$ cat src/sv/assert_macros.svh
// ----------------------------------------------------------------------------
// Assertion macros
// Concurrent checks clocked on the rising edge, disabled while reset is low.
// ----------------------------------------------------------------------------
`ifndef ASSERT_MACROS_SVH
`define ASSERT_MACROS_SVH

`ifndef SYNTHESIS

// property must hold at every enabled edge
`define ASSERT_CHECK(label, clk, rst_n, prop) \
  label: assert property (@(posedge clk) disable iff (!rst_n) (prop)) \
    else $error("assertion failed");

// condition must never be true at an enabled edge
`define ASSERT_NEVER(label, clk, rst_n, cond) \
  label: assert property (@(posedge clk) disable iff (!rst_n) !(cond)) \
    else $error("forbidden condition seen");

`else

`define ASSERT_CHECK(label, clk, rst_n, prop)
`define ASSERT_NEVER(label, clk, rst_n, cond)

`endif

`endif

$ cat src/sv/hbeg_pkg.sv
`timescale 1ns / 1ps
// ----------------------------------------------------------------------------
// hbeg_pkg
// Shared types, codes and saturation helpers for the harmonic bath engine.
// ----------------------------------------------------------------------------
package hbeg_pkg;

  localparam int VAL_W = 48;             // Q24.24 result width
  localparam int SUM_W = VAL_W + 2;      // headroom for one add or a negate
  localparam int IN_W  = 32;             // Q8.24 input width
  localparam int FREQ_W = 31;            // unsigned frequency width
  localparam int CFG_IDX_W = 4;

  localparam logic signed [VAL_W-1:0] VAL_MAX = {1'b0, {(VAL_W-1){1'b1}}};
  localparam logic signed [VAL_W-1:0] VAL_MIN = {1'b1, {(VAL_W-1){1'b0}}};

  localparam logic [1:0] KIND_ELEC  = 2'd0;
  localparam logic [1:0] KIND_BATH  = 2'd1;
  localparam logic [1:0] KIND_TOTAL = 2'd2;

  localparam logic [CFG_IDX_W-1:0] CFG_PRIMARY_FREQUENCY = 4'd0;
  localparam logic [CFG_IDX_W-1:0] CFG_PRIMARY_COUPLING  = 4'd1;
  localparam logic [CFG_IDX_W-1:0] CFG_HALF_BIAS         = 4'd2;
  localparam logic [CFG_IDX_W-1:0] CFG_TUNNEL_DELTA      = 4'd3;

  localparam int QUEUE_DEPTH = 2;

  typedef enum logic {
    OP_BATH,
    OP_PRIMARY
  } op_t;

  typedef struct packed {
    op_t                     op;
    logic signed [IN_W-1:0]  position;
    logic [FREQ_W-1:0]       mode_frequency;
    logic signed [IN_W-1:0]  mode_coupling;
    logic                    last_mode;
  } q_entry_t;

  typedef struct packed {
    logic [FREQ_W-1:0]      primary_frequency;
    logic signed [IN_W-1:0] primary_coupling;
    logic signed [IN_W-1:0] half_bias;
    logic signed [IN_W-1:0] tunnel_delta;
  } cfg_regs_t;

  typedef struct packed {
    logic start;
    logic half;      // shift by one more bit for the halved products
  } mul_req_t;

  typedef struct packed {
    logic                    done;
    logic signed [VAL_W-1:0] result;
  } mul_rsp_t;

  typedef enum logic [2:0] {
    MUL_IDLE,
    MUL_LO,
    MUL_HI,
    MUL_ADD,
    MUL_FIN
  } mul_phase_t;

  typedef enum logic [2:0] {
    BK_IDLE,
    BK_ISSUE,
    BK_WAIT,
    BK_SUM,
    BK_ACC,
    BK_EMIT,
    BK_TOTAL
  } back_state_t;

  function automatic logic signed [SUM_W-1:0] ext_sum(input logic signed [VAL_W-1:0] v);
    return {{(SUM_W-VAL_W){v[VAL_W-1]}}, v};
  endfunction

  function automatic logic signed [VAL_W-1:0] sat_val(input logic signed [SUM_W-1:0] v);
    logic signed [VAL_W-1:0] r;
    if (v[SUM_W-1:VAL_W-1] == {(SUM_W-VAL_W+1){1'b0}} ||
        v[SUM_W-1:VAL_W-1] == {(SUM_W-VAL_W+1){1'b1}}) begin
      r = v[VAL_W-1:0];
    end else if (v[SUM_W-1]) begin
      r = VAL_MIN;
    end else begin
      r = VAL_MAX;
    end
    return r;
  endfunction

endpackage

$ cat src/sv/hbeg_front.sv
`timescale 1ns / 1ps
// ----------------------------------------------------------------------------
// hbeg_front
// Input stage: takes items, tags primary versus bath mode, feeds the queue.
// ----------------------------------------------------------------------------
module hbeg_front import hbeg_pkg::*; (
  input  logic                    clk,
  input  logic                    rst_n,
  input  logic                    in_valid,
  output logic                    in_ready,
  input  logic                    in_is_primary,
  input  logic signed [IN_W-1:0]  in_position,
  input  logic [FREQ_W-1:0]       in_mode_frequency,
  input  logic signed [IN_W-1:0]  in_mode_coupling,
  input  logic                    in_last_mode,
  output logic                    push_valid,
  input  logic                    push_ready,
  output q_entry_t                push_data
);

  logic     valid_r, valid_nxt;
  q_entry_t ent_r;
  logic     take;

  assign in_ready   = !valid_r || push_ready;
  assign take       = in_valid && in_ready;
  assign push_valid = valid_r;
  assign push_data  = ent_r;

  always_comb begin
    valid_nxt = valid_r;
    if (take) begin
      valid_nxt = 1'b1;
    end else if (push_ready) begin
      valid_nxt = 1'b0;
    end
  end

  always_ff @(posedge clk) begin
    if (!rst_n) begin
      valid_r <= 1'b0;
    end else begin
      valid_r <= valid_nxt;
    end
  end

  always_ff @(posedge clk) begin
    if (take) begin
      ent_r.op             <= in_is_primary ? OP_PRIMARY : OP_BATH;
      ent_r.position       <= in_position;
      ent_r.mode_frequency <= in_mode_frequency;
      ent_r.mode_coupling  <= in_mode_coupling;
      ent_r.last_mode      <= in_last_mode;
    end
  end

endmodule

$ cat config.mk
export PLATFORM = sky130hd
export DESIGN_NAME = hbeg_front
export DESIGN_NICKNAME = d
export VERILOG_FILES = /design/src/sv/assert_macros.svh /design/src/sv/hbeg_pkg.sv /design/src/sv/hbeg_front.sv
export SDC_FILE = /design/constraint.sdc
export NUM_CORES = 1
export LEC_CHECK = 0
export ABC_AREA = 1
export BUFFER_PORTS_ARGS = -buffer_cell sky130_fd_sc_hd__buf_2
export CAP_MARGIN = 20
export CORE_MARGIN = 10
export CORE_UTILIZATION = 37
export CTS_CLUSTER_DIAMETER = 80
export DETAILED_ROUTE_END_ITERATION = 6
export GPL_ROUTABILITY_DRIVEN = 1
export PLACE_DENSITY_LB_ADDON = 0.3
export SYNTH_ARGS = -nofsm -noshare
export SYNTH_HDL_FRONTEND = slang
export SYNTH_SLANG_ARGS = --single-unit
$ cat constraint.sdc
create_clock -name clk -period 5.75 [get_ports clk]
set_clock_uncertainty 0.15 [all_clocks]
set_input_delay 0.575 -clock clk [delete_from_list [all_inputs] [get_ports clk]]
set_output_delay 0.575 -clock clk [all_outputs]
set_load 0.03 [all_outputs]
==> impl_metrics.yaml <==
sta:
  fin_ws_ps: 3820
  worstMarginPinSlew_ps: 756.4
  fin_crit_ps: 1930
  finalCritPeriodShare_pct: 33.56
  setup_tns_ps: 0
  setup_violations: 0
  max-slew-margin-rel_pct: 49.57
  max_freq_ghz: 0.5182
  slew_viol_final: 0
  finalHoldViolations: 0
  rsz0062_at_grt: "false"
routing:
  routedWlPerCell_um: 19.06
  first_iter_violations: 64
  via_per_inst: 4.262
  drtPass1Iterations: 3
  routed_wl_mm: 8.064
  route.vias.total: 1803
  drc: 0
  detail-route-antenna-nets: 0
synthesis:
  yosysTopAreaCell: "edfxtp_1"
  netlist_area_sq_um: 2964
  ys_warn_count: 0
  synth.avg_cell_area_sq_um: 28.50
  yosysSeqAreaShare_pct: 98.94
  synth-seq-cells: 98
  synthCells: 104
  synth_nets: 205
  synth_top_area_share_pct: 98.27
  synth_cell_types: 7
  synth.area.top_cells: "edfxtp_1 98%, dfxtp_1 0.68%, a21oi_2 0.30%, inv_1 0.25%, nand2_2 0.21%"
place:
  gp_congestion: 0.7891
  portBuffers: 199
  dpl_worst_slack_ps: 2830
  dp_hpwl_mm: 6.542
critical_path:
  worstPathCellList: "a21oi_4 > buf_4"
  endpoint_kind: "flop"
  slowest_stage: "buf_4"
  critical-path-top-delay-family: "buffers and inverters"
  crit_fanout: 62
  crit_arrival_ps: 1760
  cp.required_ps: 5580
  rr_worst_depth: 2
  critPathBufInv: 1
  start_kind: "flop"
  critical_path_class: "reg -> reg"
  slowest_delay_ps: 650
  crit_cells: 2
cts:
  cts_buffers: 9
  path_clk_slew_ps: 110
  clkLatencyLatePin_ps: 350
  clk_path_buf_depth: 2
  cts_setup_buffers: 0
  htreeDepth: 3
  cts_tree: "yes"
  root_buffer: "clkbuf_8"
  cts_hold_buf: 0
  cts.sinks: 98
  cts_resized: 0
global_route:
  grt_pass1_wl_mm: 11.23
  grt_pass1_vias: 1941
  grt_max_degree: 63
  antenna_found_initial: 0
  grt_overflow: 0
  grt_usage_pct: 12.62
floorplanning:
  coreArea_sq_um: 7767
  floorplan.die.width_um: 109.5
  ios: 200
  die_area_sq_um: 11990
  rows: 32
  die_y_um: 109.5
  start_util_pct: 38.16
finish:
  n_antenna_cell: 0
  layout_commonest_cell: "buf_2"
  layout.nets: 417
  area_growth_pct: 45.88
  drive_gt1_share_pct: 68.85
  final_cell_mix: "199 x buf_2, 97 x edfxtp_1, 9 x clkbuf_8"
pwr:
  p_total_mw: 1.450
  power.density_nw_per_um2: 335.3
  ir_drop_mv: 0.1409
  p_leak_nw: 1.866
min_path:
  hold_class: "in -> reg"
  hold_depth: 1
run_status:
  status: "completed"
run:
  maxCapViolCount: 0
[kinds of logic (layout without fill, tap and decap cells)]
kind of cell	after synthesis	after routing	share of synthesized area [%]
buffers and inverters	3	220	0.3799
DFF	98	98	98.94
and+or+nand+nor	1	1	0.2112
AOI/OAI and AO/OA	2	2	0.4642
[stage by stage]
stage	utilization [%]	hold WS (ps)	instances	area, sq um
after floorplan	-	523.9	104	2968
after global placement	52.87	355.0	406	4106
after detailed placement	52.87	375.5	406	4106
after CTS	55.41	215.3	422	4304
after global routing	55.67	199.1	423	4324
final	55.67	234.7	423	4324
[layout make-up]
cell class	instances	area, sq um
Inverter	3	11.26
Clock inverter	7	73.82
Timing Repair Buffer	201	1023
Sequential cell	98	2933
Multi-Input combinational cell	3	31.28
Tap cell	102	127.6
Fill cell	645	3443
Clock buffer	9	123.9
[sequential cells by signal (all words and copies together), names as in the netlist]
register / count
push_data: 97
push_valid: 1
[synthesized netlist by cell type, drive strengths merged]
| library cell | count |
|---|---|
| nand2 | 1 |
| edfxtp | 97 |
| a21oi | 2 |
| inv | 3 |
| dfxtp | 1 |
[report_power, final]
| group | internal, mW | switching, mW |
|---|---|---|
| Sequential | 0.834 | 0.00965 |
| Clock | 0.171 | 0.255 |
| Combinational | 0.0528 | 0.127 |
[routing by layer]
layer	global-route usage [%]	share of wire [%]	vias up
li1	-	-	838
met1	13.21	36	839
met2	21.51	50	114
met3	6.144	12	12
met4	4.833	2.3	0
met5	0	0	-
[path summary, 6_finish.rpt]
check | start | end | slack [ps]
min reg2reg | push_valid | push_valid | 390
min | in_mode_frequency[10] | push_data[43] | 230
max | push_valid | push_data[57] | 3820
max reg2reg | push_valid | push_data[57] | 3820
[worst register-to-register path, stage by stage, from the launching register on]
cell and delay, ps:
dfxtp_1 370, a21oi_4 330, buf_4 650
Note: power is estimated with default switching activity, not from simulation.
