==> src/sv/assert_macros.svh <==
// ----------------------------------------------------------------------------
// Assertion macros
// Concurrent checks clocked on the rising edge, disabled while reset is low.
// ----------------------------------------------------------------------------
`ifndef ASSERT_MACROS_SVH
`define ASSERT_MACROS_SVH

`ifndef SYNTHESIS

// property must hold at every enabled edge
`define ASSERT_CHECK(label, clk, rst_n, prop) \
  label: assert property (@(posedge clk) disable iff (!rst_n) (prop)) \
    else $error("assertion failed");

// condition must never be true at an enabled edge
`define ASSERT_NEVER(label, clk, rst_n, cond) \
  label: assert property (@(posedge clk) disable iff (!rst_n) !(cond)) \
    else $error("forbidden condition seen");

`else

`define ASSERT_CHECK(label, clk, rst_n, prop)
`define ASSERT_NEVER(label, clk, rst_n, cond)

`endif

`endif

==> src/sv/hbeg_pkg.sv <==
`timescale 1ns / 1ps
// ----------------------------------------------------------------------------
// hbeg_pkg
// Shared types, codes and saturation helpers for the harmonic bath engine.
// ----------------------------------------------------------------------------
package hbeg_pkg;

  localparam int VAL_W = 48;             // Q24.24 result width
  localparam int SUM_W = VAL_W + 2;      // headroom for one add or a negate
  localparam int IN_W  = 32;             // Q8.24 input width
  localparam int FREQ_W = 31;            // unsigned frequency width
  localparam int CFG_IDX_W = 4;

  localparam logic signed [VAL_W-1:0] VAL_MAX = {1'b0, {(VAL_W-1){1'b1}}};
  localparam logic signed [VAL_W-1:0] VAL_MIN = {1'b1, {(VAL_W-1){1'b0}}};

  localparam logic [1:0] KIND_ELEC  = 2'd0;
  localparam logic [1:0] KIND_BATH  = 2'd1;
  localparam logic [1:0] KIND_TOTAL = 2'd2;

  localparam logic [CFG_IDX_W-1:0] CFG_PRIMARY_FREQUENCY = 4'd0;
  localparam logic [CFG_IDX_W-1:0] CFG_PRIMARY_COUPLING  = 4'd1;
  localparam logic [CFG_IDX_W-1:0] CFG_HALF_BIAS         = 4'd2;
  localparam logic [CFG_IDX_W-1:0] CFG_TUNNEL_DELTA      = 4'd3;

  localparam int QUEUE_DEPTH = 2;

  typedef enum logic {
    OP_BATH,
    OP_PRIMARY
  } op_t;

  typedef struct packed {
    op_t                     op;
    logic signed [IN_W-1:0]  position;
    logic [FREQ_W-1:0]       mode_frequency;
    logic signed [IN_W-1:0]  mode_coupling;
    logic                    last_mode;
  } q_entry_t;

  typedef struct packed {
    logic [FREQ_W-1:0]      primary_frequency;
    logic signed [IN_W-1:0] primary_coupling;
    logic signed [IN_W-1:0] half_bias;
    logic signed [IN_W-1:0] tunnel_delta;
  } cfg_regs_t;

  typedef struct packed {
    logic start;
    logic half;      // shift by one more bit for the halved products
  } mul_req_t;

  typedef struct packed {
    logic                    done;
    logic signed [VAL_W-1:0] result;
  } mul_rsp_t;

  typedef enum logic [2:0] {
    MUL_IDLE,
    MUL_LO,
    MUL_HI,
    MUL_ADD,
    MUL_FIN
  } mul_phase_t;

  typedef enum logic [2:0] {
    BK_IDLE,
    BK_ISSUE,
    BK_WAIT,
    BK_SUM,
    BK_ACC,
    BK_EMIT,
    BK_TOTAL
  } back_state_t;

  function automatic logic signed [SUM_W-1:0] ext_sum(input logic signed [VAL_W-1:0] v);
    return {{(SUM_W-VAL_W){v[VAL_W-1]}}, v};
  endfunction

  function automatic logic signed [VAL_W-1:0] sat_val(input logic signed [SUM_W-1:0] v);
    logic signed [VAL_W-1:0] r;
    if (v[SUM_W-1:VAL_W-1] == {(SUM_W-VAL_W+1){1'b0}} ||
        v[SUM_W-1:VAL_W-1] == {(SUM_W-VAL_W+1){1'b1}}) begin
      r = v[VAL_W-1:0];
    end else if (v[SUM_W-1]) begin
      r = VAL_MIN;
    end else begin
      r = VAL_MAX;
    end
    return r;
  endfunction

endpackage

==> src/sv/hbeg_mul.sv <==
`timescale 1ns / 1ps
// ----------------------------------------------------------------------------
// hbeg_mul
// Shared fixed-point multiplier: sign-magnitude, two 24x32 partial products,
// round half away from zero, shift and saturate to 48 bits.
// ----------------------------------------------------------------------------
module hbeg_mul import hbeg_pkg::*; #(
  parameter int FRAC_BITS = 24
) (
  input  logic                    clk,
  input  logic                    rst_n,
  input  mul_req_t                req,
  input  logic signed [VAL_W-1:0] op_a,
  input  logic signed [IN_W-1:0]  op_b,
  output mul_rsp_t                rsp
);

  localparam int H_W  = VAL_W / 2;
  localparam int PP_W = H_W + IN_W;
  localparam int P_W  = VAL_W + IN_W + 1;
  localparam logic [P_W-1:0] RND_FULL = P_W'(1) << (FRAC_BITS - 1);
  localparam logic [P_W-1:0] RND_HALF = P_W'(1) << FRAC_BITS;

  mul_phase_t        phase_r, phase_nxt;
  logic [VAL_W-1:0]  mag_a_r;
  logic [IN_W-1:0]   mag_b_r;
  logic              neg_r, half_r;
  logic [PP_W-1:0]   lo_r, hi_r;
  logic [P_W-1:0]    sum_r;
  logic signed [VAL_W-1:0] res_r;
  logic              done_r;

  logic              ld_mag, ld_lo, ld_hi, ld_sum, ld_res;
  logic [P_W-1:0]    shifted;
  logic [VAL_W-1:0]  lim, mag_res;
  logic              over;

  always_comb begin
    phase_nxt = phase_r;
    unique case (phase_r)
      MUL_IDLE: if (req.start) phase_nxt = MUL_LO;
      MUL_LO:   phase_nxt = MUL_HI;
      MUL_HI:   phase_nxt = MUL_ADD;
      MUL_ADD:  phase_nxt = MUL_FIN;
      MUL_FIN:  phase_nxt = MUL_IDLE;
      default:  phase_nxt = MUL_IDLE;
    endcase
  end

  always_comb begin
    ld_mag = 1'b0;
    ld_lo  = 1'b0;
    ld_hi  = 1'b0;
    ld_sum = 1'b0;
    ld_res = 1'b0;
    unique case (phase_r)
      MUL_IDLE: ld_mag = req.start;
      MUL_LO:   ld_lo  = 1'b1;
      MUL_HI:   ld_hi  = 1'b1;
      MUL_ADD:  ld_sum = 1'b1;
      MUL_FIN:  ld_res = 1'b1;
      default:  ;
    endcase
  end

  // round-shift the magnitude, clamp to the signed limit, restore the sign
  always_comb begin
    shifted = half_r ? (sum_r >> (FRAC_BITS + 1)) : (sum_r >> FRAC_BITS);
    lim     = neg_r ? {1'b1, {(VAL_W-1){1'b0}}} : {1'b0, {(VAL_W-1){1'b1}}};
    over    = (|shifted[P_W-1:VAL_W]) || (shifted[VAL_W-1:0] > lim);
    mag_res = over ? lim : shifted[VAL_W-1:0];
  end

  always_ff @(posedge clk) begin
    if (!rst_n) begin
      phase_r <= MUL_IDLE;
      done_r  <= 1'b0;
    end else begin
      phase_r <= phase_nxt;
      done_r  <= ld_res;
    end
  end

  always_ff @(posedge clk) begin
    if (ld_mag) begin
      mag_a_r <= op_a[VAL_W-1] ? (~op_a + 1'b1) : op_a;
      mag_b_r <= op_b[IN_W-1] ? (~op_b + 1'b1) : op_b;
      neg_r   <= op_a[VAL_W-1] ^ op_b[IN_W-1];
      half_r  <= req.half;
    end
    if (ld_lo) begin
      lo_r <= PP_W'(mag_a_r[H_W-1:0]) * PP_W'(mag_b_r);
    end
    if (ld_hi) begin
      hi_r <= PP_W'(mag_a_r[VAL_W-1:H_W]) * PP_W'(mag_b_r);
    end
    if (ld_sum) begin
      sum_r <= P_W'(lo_r) + (P_W'(hi_r) << H_W) + (half_r ? RND_HALF : RND_FULL);
    end
    if (ld_res) begin
      res_r <= neg_r ? (~mag_res + 1'b1) : mag_res;
    end
  end

  assign rsp = '{done: done_r, result: res_r};

endmodule

==> config.mk <==
export PLATFORM = sky130hd
export DESIGN_NAME = hbeg_mul
export DESIGN_NICKNAME = d
export VERILOG_FILES = /design/src/sv/assert_macros.svh /design/src/sv/hbeg_pkg.sv /design/src/sv/hbeg_mul.sv
export SDC_FILE = /design/constraint.sdc
export NUM_CORES = 2
export LEC_CHECK = 0
export BUFFER_PORTS_ARGS = -buffer_cell sky130_fd_sc_hd__buf_4
export CELL_PAD_IN_SITES_DETAIL_PLACEMENT = 2
export CELL_PAD_IN_SITES_GLOBAL_PLACEMENT = 2
export CORE_MARGIN = 1
export CORE_UTILIZATION = 35
export CTS_CLUSTER_DIAMETER = 40
export DETAILED_ROUTE_END_ITERATION = 16
export HOLD_SLACK_MARGIN = 0.06
export PLACE_DENSITY_LB_ADDON = 0.1
export SLEW_MARGIN = 20
export SYNTH_ARGS = -nofsm -noshare
export SYNTH_HDL_FRONTEND = slang
export SYNTH_SLANG_ARGS = --single-unit
==> constraint.sdc <==
create_clock -name clk -period 17.1 [get_ports clk]
set_input_delay 5.13 -clock clk [delete_from_list [all_inputs] [get_ports clk]]
set_output_delay 5.13 -clock clk [all_outputs]
set_load 0.05 [all_outputs]
==> flow_summary.yaml <==
status:
  status: "finished, final reports clean"
synth:
  synth_area_per_cell_um2: 9.39
  synth_compound_area_share_pct: 5.99
  async_reset_ff_share_pct: 0
  synth_edf_count: 276
  ys_top_cells_by_area: "fa_1, edfxtp_1, ha_1"
  seq_area_frac_synth_pct: 13.0
  yosysWarningCount: 0
  synth_nets: 8741
  synth_fa_ha_area_share_pct: 50.1
  yosys.area_share.xor_xnor_pct: 2.95
  synth_largest_area_cell: "fa_1"
  syn_inst: 6865
  synthSimpleGateAreaFrac_pct: 16.3
  muxShareOfSynthArea_pct: 0.914
  synth_top_family_by_area: "adder cells"
  synth-seq-cells: 280
  ys_dominant_reg_cell: "edfxtp_1"
  synth_area_mm2: 0.0645
  synth_top_area_share_pct: 40.9
  synth_commonest_cells: "inv_1, fa_1, nand2_1, and2_1, ha_1"
  yosysMostFrequentCell: "inv_1"
  synth_cell_types: 82
cells_and_area:
  layout-drive-gt1-share_pct: 6.17
  design_area_mm2: 0.0708
  syn2layout_area_growth_pct: 9.75
  utilization_pct: 38.6
  stdcell_count: 9354
  multi_input_area_mm2: 0.0492
  fillers: 19900
  nets: 8694
  ff_latch_area_mm2: 0.00837
clock_network:
  post_cts_buffers: 0
  cts_tree: "done"
  clk_latency_ns: 0.69
  cts.reportedPaths.clkPinSlew_ns: 0.05
  clock-sinks: 280
  htreeDepth: 3
  cts_root_buf: "clkbuf_16"
  numCtsBuffers: 77
  clock_path_buffers: 3
  cts_hold_buffers: 0
  cts_resized: 0
routing:
  drt-initial-drc-count: 2369
  vias_per_cell: 5.11
  wirelength_um: 232000
  routedWlPerCell_um: 24.8
  ant_nets: 0
  drc: 0
  num_vias: 47800
  drt-pass1-iter-count: 5
grt:
  antenna_found_initial: 14
  grt_remaining_overflow: 0
  grt_max_degree: 75
  grt_use_total_pct: 25.5
  first_global_vias: 55800
  grt_pass1_wl_um: 357000
setup_path:
  crit_fanout: 31
  cp_data_required_time_ns: 17.51
  worstPathArrival_ns: 9.51
  crit_path_start_kind: "register"
  critPathCaptureType: "register"
  critPathKind: "register to register"
job:
  drv_cap: 0
placed_design:
  place_congestion: 0.838
  dp.cells: 9202
  postPlaceCellArea_mm2: 0.0680
  port_buffers: 132
  place_hpwl_um: 170000
timing:
  finalMaxSlewViolations: 0
  finalSetupViolCount: 0
  fmax_mhz: 110
  clock_skew_ns: 0.0478
  rsz0062_at_grt: "false"
  tightest_slew_ns: 1.03
  fin_crit_sh_pct: 53.2
  finalHoldViolCount: 0
  fin_crit_ns: 9.10
  slew_headroom_pct: 31.0
  final.setup.tns_ns: 0
floorplan:
  rows: 157
  die_w_um: 431
  coreArea_mm2: 0.183
  die_area_mm2: 0.186
  io_pins: 133
  dieHeight_um: 431
  start_util_pct: 35.2
worst_hold_path:
  hp-class: "register to register"
[per-layer routing]
metal  global-route usage (%)  part of all wire (%)  up-vias
met1                     35.0                    45    26000
met5                        0                     0        -
met2                     44.1                    50      779
met4                     5.45                   1.9        0
li1                         -                     -    20800
met3                     2.00                   3.4      214
[per-stage QoR]
| stage | worst slack, ns | hold slack, ns |
|---|---|---|
| detailed placement | 7.98 | 0.607 |
| finish | 8.00 | 0.608 |
| floorplan | 2.94 | 0.488 |
| global route | 7.54 | 0.636 |
| global placement | 8.19 | 0.593 |
| CTS | 7.98 | 0.611 |
[layout make-up]
type,count,share of cell area (%)
sequential,280,11.8
multi-input combinational,4742,69.5
timing repair buffer,237,2.53
tap,2464,4.36
clock inverter,52,1.04
clock buffer,86,2.80
inverter,1480,7.85
antenna,13,0.0460
[cells by family (layout without fill, tap and decap cells)]
group,after synthesis,after routing
compound gates,598,598
xor+xnor,217,217
fa+ha+maj,1792,1792
buf+inv,1843,1855
flops,280,280
mux,56,56
other cells,0,13
simple gates,2079,2079
[critical path, cell delays in order, from the launching register on]
cell and delay [ns]:
edfxtp_1 0.33, buf_4 0.32, buf_4 0.55, nand2_1 0.17
fa_1 0.56, inv_1 0.05, fa_1 0.48, inv_1 0.06
fa_1 0.45, fa_1 0.52, fa_1 0.56, inv_1 0.06
fa_1 0.47, inv_1 0.05, fa_1 0.47, inv_1 0.04
ha_1 0.32, nand4_1 0.14, nor3_1 0.20, o2111ai_1 0.13
a31oi_1 0.57, a211oi_1 0.31, buf_4 0.23, o21ai_1 0.55
a31oi_1 0.24, o21ai_0 0.61, a21boi_0 0.23, xnor2_1 0.16
[flip-flops by register name (all words and copies together), names as in the netlist]
| register | cells |
|---|---|
| lo_r | 33 |
| hi_r | 56 |
| res_r | 48 |
| sum_r | 57 |
| mag_a_r | 48 |
| half_r | 1 |
| done_r | 1 |
| phase_r | 3 |
| mag_b_r | 32 |
| neg_r | 1 |
[cell usage in the layout (no fill, tap or decap), types with 14 or more instances in the layout]
| cell | n |
|---|---|
| nand2_1 | 897 |
| buf_4 | 236 |
| nor4_1 | 16 |
| or3_1 | 20 |
| or4_1 | 14 |
| mux2_2 | 23 |
| a211oi_1 | 16 |
| inv_1 | 1479 |
| a21oi_1 | 183 |
| nand4_1 | 27 |
| o21bai_1 | 21 |
| o21a_1 | 15 |
| fa_1 | 1317 |
| o41ai_1 | 14 |
| edfxtp_1 | 276 |
| clkbuf_16 | 78 |
| xor2_1 | 43 |
| o21ai_0 | 121 |
| o211ai_1 | 15 |
| nor2b_1 | 25 |
| nor3_1 | 50 |
| mux2i_1 | 33 |
| xnor2_1 | 174 |
| nand2b_1 | 23 |
| nor2_1 | 108 |
| a21o_1 | 80 |
| ha_1 | 475 |
| nand3_1 | 50 |
| a31oi_1 | 18 |
| o31ai_1 | 27 |
| and3_1 | 17 |
| and2_1 | 777 |
[path summary, 6_finish.rpt]
kind / startpoint / cells past startpoint / to / slack [ns]
worst max-delay path: mag_b_r[12] / 27 / lo_r[50] / 8.00
worst min-delay path: hi_r[51] / 1 / sum_r[75] / 0.61
worst max register to register: mag_b_r[12] / 27 / lo_r[50] / 8.00
worst min register to register: hi_r[51] / 1 / sum_r[75] / 0.61
Power is left out: the tool's default activity adds up to more than one toggle a clock period on the data nets, which glitch-free logic cannot reach.
