==> src/sv/assert_macros.svh <==
// ----------------------------------------------------------------------------
// Assertion macros
// Concurrent checks clocked on the rising edge, disabled while reset is low.
// ----------------------------------------------------------------------------
`ifndef ASSERT_MACROS_SVH
`define ASSERT_MACROS_SVH

`ifndef SYNTHESIS

// property must hold at every enabled edge
`define ASSERT_CHECK(label, clk, rst_n, prop) \
  label: assert property (@(posedge clk) disable iff (!rst_n) (prop)) \
    else $error("assertion failed");

// condition must never be true at an enabled edge
`define ASSERT_NEVER(label, clk, rst_n, cond) \
  label: assert property (@(posedge clk) disable iff (!rst_n) !(cond)) \
    else $error("forbidden condition seen");

`else

`define ASSERT_CHECK(label, clk, rst_n, prop)
`define ASSERT_NEVER(label, clk, rst_n, cond)

`endif

`endif

==> src/sv/hbeg_pkg.sv <==
`timescale 1ns / 1ps
// ----------------------------------------------------------------------------
// hbeg_pkg
// Shared types, codes and saturation helpers for the harmonic bath engine.
// ----------------------------------------------------------------------------
package hbeg_pkg;

  localparam int VAL_W = 48;             // Q24.24 result width
  localparam int SUM_W = VAL_W + 2;      // headroom for one add or a negate
  localparam int IN_W  = 32;             // Q8.24 input width
  localparam int FREQ_W = 31;            // unsigned frequency width
  localparam int CFG_IDX_W = 4;

  localparam logic signed [VAL_W-1:0] VAL_MAX = {1'b0, {(VAL_W-1){1'b1}}};
  localparam logic signed [VAL_W-1:0] VAL_MIN = {1'b1, {(VAL_W-1){1'b0}}};

  localparam logic [1:0] KIND_ELEC  = 2'd0;
  localparam logic [1:0] KIND_BATH  = 2'd1;
  localparam logic [1:0] KIND_TOTAL = 2'd2;

  localparam logic [CFG_IDX_W-1:0] CFG_PRIMARY_FREQUENCY = 4'd0;
  localparam logic [CFG_IDX_W-1:0] CFG_PRIMARY_COUPLING  = 4'd1;
  localparam logic [CFG_IDX_W-1:0] CFG_HALF_BIAS         = 4'd2;
  localparam logic [CFG_IDX_W-1:0] CFG_TUNNEL_DELTA      = 4'd3;

  localparam int QUEUE_DEPTH = 2;

  typedef enum logic {
    OP_BATH,
    OP_PRIMARY
  } op_t;

  typedef struct packed {
    op_t                     op;
    logic signed [IN_W-1:0]  position;
    logic [FREQ_W-1:0]       mode_frequency;
    logic signed [IN_W-1:0]  mode_coupling;
    logic                    last_mode;
  } q_entry_t;

  typedef struct packed {
    logic [FREQ_W-1:0]      primary_frequency;
    logic signed [IN_W-1:0] primary_coupling;
    logic signed [IN_W-1:0] half_bias;
    logic signed [IN_W-1:0] tunnel_delta;
  } cfg_regs_t;

  typedef struct packed {
    logic start;
    logic half;      // shift by one more bit for the halved products
  } mul_req_t;

  typedef struct packed {
    logic                    done;
    logic signed [VAL_W-1:0] result;
  } mul_rsp_t;

  typedef enum logic [2:0] {
    MUL_IDLE,
    MUL_LO,
    MUL_HI,
    MUL_ADD,
    MUL_FIN
  } mul_phase_t;

  typedef enum logic [2:0] {
    BK_IDLE,
    BK_ISSUE,
    BK_WAIT,
    BK_SUM,
    BK_ACC,
    BK_EMIT,
    BK_TOTAL
  } back_state_t;

  function automatic logic signed [SUM_W-1:0] ext_sum(input logic signed [VAL_W-1:0] v);
    return {{(SUM_W-VAL_W){v[VAL_W-1]}}, v};
  endfunction

  function automatic logic signed [VAL_W-1:0] sat_val(input logic signed [SUM_W-1:0] v);
    logic signed [VAL_W-1:0] r;
    if (v[SUM_W-1:VAL_W-1] == {(SUM_W-VAL_W+1){1'b0}} ||
        v[SUM_W-1:VAL_W-1] == {(SUM_W-VAL_W+1){1'b1}}) begin
      r = v[VAL_W-1:0];
    end else if (v[SUM_W-1]) begin
      r = VAL_MIN;
    end else begin
      r = VAL_MAX;
    end
    return r;
  endfunction

endpackage

==> src/sv/hbeg_queue.sv <==
`timescale 1ns / 1ps
// ----------------------------------------------------------------------------
// hbeg_queue
// Short FIFO between the front stage and the compute sequencer.
// ----------------------------------------------------------------------------
module hbeg_queue import hbeg_pkg::*; (
  input  logic     clk,
  input  logic     rst_n,
  input  logic     push_valid,
  output logic     push_ready,
  input  q_entry_t push_data,
  output logic     pop_valid,
  input  logic     pop_ready,
  output q_entry_t pop_data
);

  localparam int PTR_W = (QUEUE_DEPTH > 1) ? $clog2(QUEUE_DEPTH) : 1;
  localparam int CNT_W = $clog2(QUEUE_DEPTH + 1);

  q_entry_t         slot_r [QUEUE_DEPTH];
  logic [PTR_W-1:0] wr_ptr_r, wr_ptr_nxt;
  logic [PTR_W-1:0] rd_ptr_r, rd_ptr_nxt;
  logic [CNT_W-1:0] count_r, count_nxt;
  logic             do_push, do_pop;

  assign push_ready = (count_r != CNT_W'(QUEUE_DEPTH));
  assign pop_valid  = (count_r != '0);
  assign pop_data   = slot_r[rd_ptr_r];
  assign do_push    = push_valid && push_ready;
  assign do_pop     = pop_valid && pop_ready;

  always_comb begin
    wr_ptr_nxt = wr_ptr_r;
    rd_ptr_nxt = rd_ptr_r;
    count_nxt  = count_r;
    if (do_push) begin
      wr_ptr_nxt = (wr_ptr_r == PTR_W'(QUEUE_DEPTH - 1)) ? '0 : wr_ptr_r + 1'b1;
    end
    if (do_pop) begin
      rd_ptr_nxt = (rd_ptr_r == PTR_W'(QUEUE_DEPTH - 1)) ? '0 : rd_ptr_r + 1'b1;
    end
    if (do_push && !do_pop) begin
      count_nxt = count_r + 1'b1;
    end else if (do_pop && !do_push) begin
      count_nxt = count_r - 1'b1;
    end
  end

  always_ff @(posedge clk) begin
    if (!rst_n) begin
      wr_ptr_r <= '0;
      rd_ptr_r <= '0;
      count_r  <= '0;
    end else begin
      wr_ptr_r <= wr_ptr_nxt;
      rd_ptr_r <= rd_ptr_nxt;
      count_r  <= count_nxt;
    end
  end

  always_ff @(posedge clk) begin
    if (do_push) begin
      slot_r[wr_ptr_r] <= push_data;
    end
  end

endmodule

==> config.mk <==
export PLATFORM = sky130hd
export DESIGN_NAME = hbeg_queue
export DESIGN_NICKNAME = d
export VERILOG_FILES = /design/src/sv/assert_macros.svh /design/src/sv/hbeg_pkg.sv /design/src/sv/hbeg_queue.sv
export SDC_FILE = /design/constraint.sdc
export NUM_CORES = 1
export LEC_CHECK = 0
export BUFFER_PORTS_ARGS = -buffer_cell sky130_fd_sc_hd__buf_2
export CAP_MARGIN = 20
export CORE_UTILIZATION = 40
export DETAILED_ROUTE_END_ITERATION = 10
export PLACE_DENSITY = 0.75
export SLEW_MARGIN = 25
export SYNTH_ARGS = -nofsm -noshare
export SYNTH_HDL_FRONTEND = slang
export SYNTH_SLANG_ARGS = --single-unit
==> constraint.sdc <==
create_clock -name clk -period 5.8 [get_ports clk]
set_input_delay 0.29 -clock clk [delete_from_list [all_inputs] [get_ports clk]]
set_output_delay 0.29 -clock clk [all_outputs]
set_load 0.05 [all_outputs]
==> results of run 1 <==
## through the flow
| stage | hold WS (ns) | setup slack, ns | cells | instance area (sq um) | util [%] |
|---|---|---|---|---|---|
| 6_report | 0.0511 | 2.96 | 776 | 9110 | 50.5 |
| 5_1_grt | 0.0330 | 2.76 | 776 | 9110 | 50.5 |
| 4_1_cts | 0.0328 | 2.86 | 776 | 9110 | 50.5 |
| 3_5_place_dp | 0.482 | 3.32 | 746 | 8590 | 47.7 |
| 3_3_place_gp | 0.477 | 3.37 | 746 | 8590 | 47.7 |
| 2_1_floorplan | 0.389 | 2.35 | 326 | 7360 | - |
## cells in the final DEF, fill, tap and decap left out
cell type,instances
and3_4,1
inv_4,1
dfxtp_4,1
nand2b_4,1
or2_2,1
clkinv_1,4
a21boi_0,1
xor2_1,1
buf_4,3
dfxtp_1,4
clkinv_2,2
clkbuf_1,2
o21ai_0,1
mux2_2,67
o21ai_1,1
clkinv_4,1
clkinvlp_4,3
a21boi_1,1
buf_2,199
xnor2_1,2
and2_1,4
ha_1,1
bufinv_16,1
mux2_4,30
edfxtp_1,194
or3_1,1
clkbuf_16,17
nand3b_1,1
a21bo_2,1
## registers in the layout, summed over array words and instances (netlist names), named ones only
signal,count
count_r,2
rd_ptr_r,1
wr_ptr_r,1
slot_r,194
## cell families after synthesis
| kind of cell | count (synthesis) | share of synthesized area (%) |
|---|---|---|
| and+or+nand+nor | 9 | 0.884 |
| buffers and inverters | 12 | 1.22 |
| AOI/OAI and AO/OA | 5 | 0.476 |
| adders and majority gates | 1 | 0.170 |
| muxes | 97 | 16.4 |
| DFF | 199 | 80.5 |
| xor gates and xnor gates | 3 | 0.357 |
## area by class of cell
type                            count  area [sq um]  share of cell area [%]
Sequential cell                   199          5930                    65.1
Multi-Input combinational cell    115          1350                    14.8
Timing Repair Buffer              202          1020                    11.2
Clock buffer                       19           433                    4.75
Tap cell                          229           287                    3.15
Clock inverter                     11          86.3                   0.948
Inverter                            1          6.26                  0.0687
## metal layers
metal  GRT usage (%)  part of all wire [%]  vias up  routed length, um
met4            5.98                   1.6        0                208
li1                -                     -     1710                  -
met2            24.0                    52      131               6700
met3            4.86                   7.2       12                927
met1            14.4                    39     1766               5040
met5               0                     0        -                  0
## worst register-to-register path, cell delays in order, from the launching register on
cell and delay, ns:
dfxtp_1 0.43, nand2b_4 0.19, nand3b_1 0.15, inv_4 0.45, buf_4 0.71
## power by group
part / switching (uW) / internal, uW / total (uW)
sequential: 96.8 / 1800 / 1900
combinational: 1100 / 467 / 1570
clock: 474 / 579 / 1050
## path summary, 6_finish.rpt
check,depth (start not counted),slack (ns),endpoint
setup / recovery,3,2.96,pop_data[83]
hold / removal,1,0.05,slot_r[1][1]$_DFFE_PP_
setup reg to reg,4,3.43,slot_r[0][52]$_DFFE_PP_
hold reg to reg,2,0.58,count_r[1]$_SDFFE_PN0P_
==> flow_summary.toml, run 1 <==
[floorplan]
die_y_um = 138
start_util_pct = 40.8
dieArea_sq_mm = 0.0189
core.rowCount = 49
ios = 200
core_area_sq_mm = 0.0180
dieWidth_um = 138

[sta]
slew_headroom_pct = 49.6
finalHoldViolCount = 0
max_freq_mhz = 353
setup_violations = 0
period_share_pct = 48.9
finalSetupTns_ns = 0
rsz0062_at_grt = "false"
slew_viol_final = 0
tightest_slew_ns = 0.756
fin_worst_skew_ns = 0.0149
period_minus_slack_ns = 2.84

[critical_path]
cp-end-kind = "output pin"
crit_chain = "buf_4 > mux2_2 > buf_2"
slowest_stage = "dfxtp_4"
r2r-start = "count_r[0]$_SDFFE_PN0P_"
slowest_delay_ns = 0.77
crit_arrival_ns = 2.55
cp.required_ns = 5.51
crit_fanout = 50
path_buf_inv = 2
crit_path_start_kind = "flop"
crit_type = "flop to output pin"
cp_top_family = "buffers and inverters"

[routing]
num_vias = 3619
ant_nets = 0
route.final.wire_length_mm = 12.9
viasPerCell = 4.66
dr.first_iter.drc_count = 138
drcViolationCount = 0
drtPass1Iterations = 4
wl_per_cell_um = 16.6

[global_route]
grt_start_max_net_pins = 55
antenna_found_initial = 0
gr-usage-all-layers_pct = 13.5
grt_pass1_vias = 3858
grt-ovfl-total = 0
grt_pass1_wl_mm = 18.7

[clock_tree]
cts_sinks = 199
ctsResizeCount = 0
clockBufferDepth = 2
cts_tree = "built"
post_cts_buffers = 0
cts_buffers = 17
cts_max_level = 4
clockRootBuffer = "clkbuf_16"
clk_latency_ns = 0.42
path_clk_slew_ns = 0.07
hold_buffers = 0

[placement]
dpl.hpwl_mm = 8.76
gp_congestion = 0.688
placement.io_buffers = 199

[logic_synthesis]
synthTopCellsByArea = "edfxtp_1 79%, mux2_2 10%, mux2_4 6.1%, dfxtp_1 1.4%, buf_6 0.77%"
synth_cell_type_count = 21
syn_avg_cell_area_sq_um = 22.6
yosysTopAreaCell = "edfxtp_1"
ys_ff_latch = 199
yosys_warnings = 0
ys_seq_area_share_pct = 80.5
synth_commonest_cells = "194 x edfxtp_1, 67 x mux2_2, 30 x mux2_4"
synth_edf_count = 194
ys.flop_type = "edfxtp_1"
synthesis.nets = 428
synthesis.area_sq_mm = 0.00736
synth_top_area_share_pct = 79.2
async_flop_share_pct = 0
syn-instance-count = 326
post-synth-top-count-cell = "edfxtp_1"

[final_layout]
area_growth_syn_to_layout_pct = 23.8
n_antenna_cell = 0
final_layout_size_suffix_gt1_share_pct = 60.1
nFillCells = 1502
nets = 638

[power]
vdd_ir_drop_max_uv = 232
p_per_area_mw_per_mm2 = 496
total_power_uw = 4520
p_leak_uw = 0.00341

[worst_hold_path]
hold_class = "primary input to flop"
min_from = "push_data[1]"

[run_status]
status = "complete, no violations"

[job]
drv_cap = 0
No activity file was read; power rests on OpenSTA's default activity.
==> inputs of run 2 (changes only) <==
ABC_AREA = 1   (was unset)
PLACE_DENSITY = 0.77   (was 0.75)
clock period = 2.5 ns   (was 5.8 ns; I/O delays follow)
==> flow_summary.toml, run 2 <==
[power]
p_per_area_mw_per_mm2 = 1050
p_seq_share_pct = 40.8
total_power_uw = 10700
comb_power_share_pct = 34.2
p_clk_share_pct = 25.0
vdd_ir_drop_max_uv = 575
p_leak_uw = 0.00391
p_sw_share_pct = 36.5
p_sw_uw = 3920
p_int_uw = 6810

[final_layout]
largestRegisters = "slot_r (194), count_r (2)"
final_cell_mix = "199 x buf_2, 194 x edfxtp_1, 98 x dlygate4sd3_1"
design_area_sq_mm = 0.0102
seq_area_sq_mm = 0.00593
multi_input_area_sq_mm = 0.00136
nets = 750
largest_reg_flops = 194
final_common_cell = "buf_2"
area_growth_syn_to_layout_pct = 39.2
nFillCells = 1339
regMostFlops = "slot_r"
n_antenna_cell = 0
final_layout_size_suffix_gt1_share_pct = 50.7

[routing]
wl_per_cell_um = 16.5
num_vias = 4151
route.final.wire_length_mm = 14.7
dr.first_iter.drc_count = 204
drcViolationCount = 0
drtPass1Iterations = 4
viasPerCell = 4.66
ant_nets = 0

[placement]
placement.io_buffers = 199
dpl_cell_area_sq_mm = 0.00868
dpl.hpwl_mm = 8.66
gp_congestion = 0.686

[sta]
period_minus_slack_ns = 2.01
rsz0062_at_grt = "false"
slew_headroom_pct = 62.1
max_freq_mhz = 497
period_share_pct = 80.4
finalSetupTns_ns = 0
setup_violations = 0
fin_worst_skew_ns = 0.0105
finalHoldViolCount = 0
tightest_slew_ns = 0.568
slew_viol_final = 0

[clock_tree]
cts_sinks = 199
clk_latency_ns = 0.42
clockBufferDepth = 2
cts_max_level = 4
clockRootBuffer = "clkbuf_16"
post_cts_buffers = 0
path_clk_slew_ns = 0.07
cts_buffers = 17
cts_tree = "built"

[floorplan]
dieWidth_um = 138
core.rowCount = 49
ios = 200
core_area_sq_mm = 0.0180
start_util_pct = 40.8
dieArea_sq_mm = 0.0189
die_y_um = 138

[critical_path]
slowest_stage = "dfxtp_4"
slowest_delay_ns = 0.52
cp.required_ns = 2.38
cp-end-kind = "output pin"
crit_path_start_kind = "flop"
crit_fanout = 44
crit_chain = "buf_12 > mux2_2 > buf_2"
crit_arrival_ns = 1.89
path_buf_inv = 2
cp_top_family = "flip-flops"
crit_type = "flop to output pin"

[global_route]
grt_pass1_vias = 4457
gr-usage-all-layers_pct = 15.9
antenna_found_initial = 0
grt_start_max_net_pins = 98
grt-ovfl-total = 0
grt_pass1_wl_mm = 22.0

[logic_synthesis]
synth_edf_count = 194
ys_ff_latch = 199
synthTopCellsByArea = "edfxtp_1 79%, mux2_2 10%, mux2_4 6.1%, dfxtp_1 1.4%, buf_6 0.77%"
yosysTopAreaCell = "edfxtp_1"
yosys_warnings = 0
synthesis.nets = 441
ys_seq_area_share_pct = 80.5
ys.flop_type = "edfxtp_1"
async_flop_share_pct = 0
syn-instance-count = 339
post-synth-top-count-cell = "edfxtp_1"
synth_commonest_cells = "194 x edfxtp_1, 67 x mux2_2, 30 x mux2_4"
syn_avg_cell_area_sq_um = 21.7
synth_top_area_share_pct = 79.2
synth_cell_type_count = 15
synthesis.area_sq_mm = 0.00736

[run_status]
status = "complete, no violations"

[worst_hold_path]
hold_class = "primary input to flop"

[job]
drv_cap = 0
-- run 2: changes by cell type in the layout (fill, tap and decap cells not counted), sizes merged, moves of 2 or more --
cell and delta:
a21boi -2, and2 -4, clkinvlp -2, dlygate4sd3 +98, inv +11, nand2 +9, nor2 +8, xnor2 -2
-- run 2: tightest hold or removal path: stages --
cell,delay [ns]
buf_2,0.13
nand2_8,0.09
o21ai_0,0.09
nor2_1,0.09
-- run 2: per-layer routing --
metal  routed length (um)  track usage (%)
met5                    0                0
met4                  291             7.57
met3                  655             3.86
met2                 8040             29.0
met1                 5710             17.2
-- run 2: per-stage QoR --
step | utilization, % | worst slack [ns] | cells | hold slack [ns]
after floorplan | - | 0.000822 | 339 | 0.224
after global placement | 48.2 | 0.952 | 760 | 0.312
after detailed placement | 48.2 | 0.894 | 760 | 0.316
after CTS | 56.8 | 0.464 | 890 | 0.113
after global routing | 56.8 | 0.415 | 890 | 0.147
final | 56.8 | 0.490 | 890 | 0.131
-- run 2: repair_timing --
action,4_1_cts,5_1_grt
hold buffers,98,0
endpoints found under the hold margin,199,0
gates resized for setup,0,0
-- run 2: kinds of logic (layout without fill, tap and decap cells) --
group           Yosys count  in the layout  synth area share (%)
compound gates            4              4                 0.306
fa+ha+maj                 1              1                 0.170
buf+inv                  19            341                  1.58
flops                   199            199                  80.5
mux                      97             97                  16.4
simple gates             19             19                  1.02
-- run 2: power by group through the flow --
stage / clock [uW] / combinational (uW) / sequential, uW
floorplan: 0 / 2870 / 4390
global placement: 0 / 3500 / 4420
detailed placement: 0 / 3550 / 4450
CTS: 2740 / 3680 / 4380
global route: 2870 / 3860 / 4420
finish: 2680 / 3670 / 4380
-- run 2: final timing paths --
| kind | to | cells after the start | slack, ns | from |
|---|---|---|---|---|
| worst max-delay path | pop_data[25] | 3 | 0.49 | flop |
| worst min-delay path | wr_ptr_r$_SDFFE_PN0P_ | 4 | 0.13 | push_valid |
| worst max register to register | slot_r[0][49]$_DFFE_PP_ | 5 | 0.86 | count_r[0]$_SDFFE_PN0P_ |
| worst min register to register | flop | 3 | 0.54 | rd_ptr_r$_SDFFE_PN0P_ |
-- run 2: final cells by class --
class	count	share of cell area, %
Tap cell	229	2.80
Clock buffer	18	4.19
Sequential cell	199	57.9
Inverter	8	0.293
Clock inverter	14	1.45
Timing Repair Buffer	301	20.1
Multi-Input combinational cell	121	13.3
==> inputs of run 3 (changes only) <==
ABC_AREA = 0   (was 1)
PLACE_DENSITY = 0.75   (was 0.77)
clock period = 2.06 ns   (was 2.5 ns; I/O delays follow)
==> flow_summary.toml, run 3 (same netlist as run 1, synthesis figures left out) <==
[floorplan]
core.rowCount = 49
dieArea_sq_mm = 0.0189
dieWidth_um = 138
ios = 200
start_util_pct = 40.8
die_y_um = 138
core_area_sq_mm = 0.0180

[clock_tree]
cts_sinks = 199
cts_tree = "built"
path_clk_slew_ns = 0.06
clockBufferDepth = 2
clk_latency_ns = 0.42
post_cts_buffers = 0
cts_buffers = 17
clockRootBuffer = "clkbuf_16"
cts_max_level = 4

[critical_path]
r2r-start = "count_r[0]$_SDFFE_PN0P_"
crit_chain = "buf_12 > mux2_2 > buf_2"
cp_top_family = "buffers and inverters"
crit_type = "flop to output pin"
endpoint = "pop_data[5]"
regToRegSetupSlack_ns = 0.42
path_buf_inv = 2
crit_arrival_ns = 1.71
slowest_stage = "mux2_2"
crit_path_start_kind = "flop"
slowest_delay_ns = 0.39
crit_fanout = 50
cp_num_cells = 3
cp-end-kind = "output pin"
cp.required_ns = 1.96
rr_worst_depth = 3
worstReg2RegEnd = "slot_r[1][89]$_DFFE_PP_"

[placement]
gp_congestion = 0.743
dp_cells = 748
placement.io_buffers = 199
place_ws_ns = 0.460
dpl.hpwl_mm = 8.26

[power]
p_leak_uw = 0.00389
p_per_area_mw_per_mm2 = 1300
total_power_uw = 13400
p_sw_share_pct = 36.4
p_int_uw = 8480
p_sw_uw = 4870
comb_power_share_pct = 36.2
p_clk_share_pct = 24.8
p_seq_share_pct = 39.0
vdd_ir_drop_max_uv = 697

[routing]
route.final.wire_length_mm = 14.0
num_vias = 4080
dr.first_iter.drc_count = 174
drcViolationCount = 0
viasPerCell = 4.65
drtPass1Iterations = 4
wl_per_cell_um = 16.0
ant_nets = 0

[final_layout]
final_layout_size_suffix_gt1_share_pct = 51.6
nets = 738
n_antenna_cell = 0
largest_reg_flops = 194
final_cell_mix = "199 x buf_2, 194 x edfxtp_1, 98 x dlygate4sd3_1"
area_growth_syn_to_layout_pct = 39.1
fin_cells = 878
final_common_cell = "buf_2"
postLayoutCoreUtil_pct = 56.8
regMostFlops = "slot_r"
largestRegisters = "slot_r (194), count_r (2)"

[sta]
period_share_pct = 88.2
rsz0062_at_grt = "false"
slew_viol_final = 0
slew_headroom_pct = 59.3
max_freq_mhz = 550
setup_slack_ns = 0.242
finalHoldViolCount = 0
period_minus_slack_ns = 1.82
fin_worst_skew_ns = 0.00562
setup_violations = 0
tightest_slew_ns = 0.611

[worst_hold_path]
hold_class = "primary input to flop"
min_from = "push_valid"

[run_status]
status = "complete, no violations"

[global_route]
antenna_found_initial = 0
grt_start_max_net_pins = 98
gr-usage-all-layers_pct = 14.8
grt-ovfl-total = 0
grt_pass1_wl_mm = 20.8
grt_pass1_vias = 4330

[job]
drv_cap = 0
[run 3: changes by cell type in the layout (fill, tap and decap cells not counted), moves of 2 or more]
cell,delta
inv_1,-7
nand2_1,-7
nor2_1,-6
and2_1,+4
inv_6,-2
nand2_8,-2
nor2_4,-2
xnor2_1,+2
[run 3: worst min-delay path by stage]
stage	to	slack, ns	depth (start not counted)
global route	wr_ptr_r$_SDFFE_PN0P_	0.03	3
floorplan	slot_r[0][0]$_DFFE_PP_	0.20	0
finish	wr_ptr_r$_SDFFE_PN0P_	0.04	3
CTS	wr_ptr_r$_SDFFE_PN0P_	0.004	3
detailed placement	slot_r[0][84]$_DFFE_PP_	0.29	1
global placement	slot_r[0][93]$_DFFE_PP_	0.29	1
[run 3: worst register-to-register path: cells and delay by family, from the launching register on]
kind          cells  cell delay, ns
buf+inv           1            0.37
flops             1            0.39
simple gates      2            0.37
[run 3: per-stage QoR]
stage	setup TNS, ns	cell area, sq um	hold WS, ns
floorplan	-70.97	7370	0.202
CTS	0	10200	0.00414
global route	0	10200	0.0328
global placement	0	8670	0.290
detailed placement	0	8670	0.294
finish	0	10200	0.0411
[run 3: power by group through the flow]
stage          Combinational [uW]  Clock (uW)  Sequential [uW]
6_report                     4830        3310             5210
3_5_place_dp                 4710           0             5290
5_1_grt                      5060        3550             5250
3_3_place_gp                 4660           0             5250
2_1_floorplan                3780           0             5260
4_1_cts                      4870        3390             5200
[run 3: repair_timing]
action,in CTS,in global routing
hold buffers,98,0
hold endpoints to repair,199,0
resized for setup,0,0
[run 3: final cells by class]
class / count / area (sq um)
multi-input cells: 115 / 1350
well taps: 229 / 287
fillers: 1375 / 7790
clock inverters: 13 / 154
clock buffers: 19 / 433
flip-flops and latches: 199 / 5930
inverters: 1 / 7.51
repair buffers: 302 / 2080
[run 3: layer usage]
| layer | vias to the layer above | share of wire, % | track usage (%) |
|---|---|---|---|
| li1 | 1908 | - | - |
| met1 | 2015 | 39 | 15.7 |
| met2 | 139 | 54 | 26.8 |
| met3 | 18 | 5.7 | 4.42 |
| met4 | 0 | 1.5 | 7.02 |
| met5 | - | 0 | 0 |
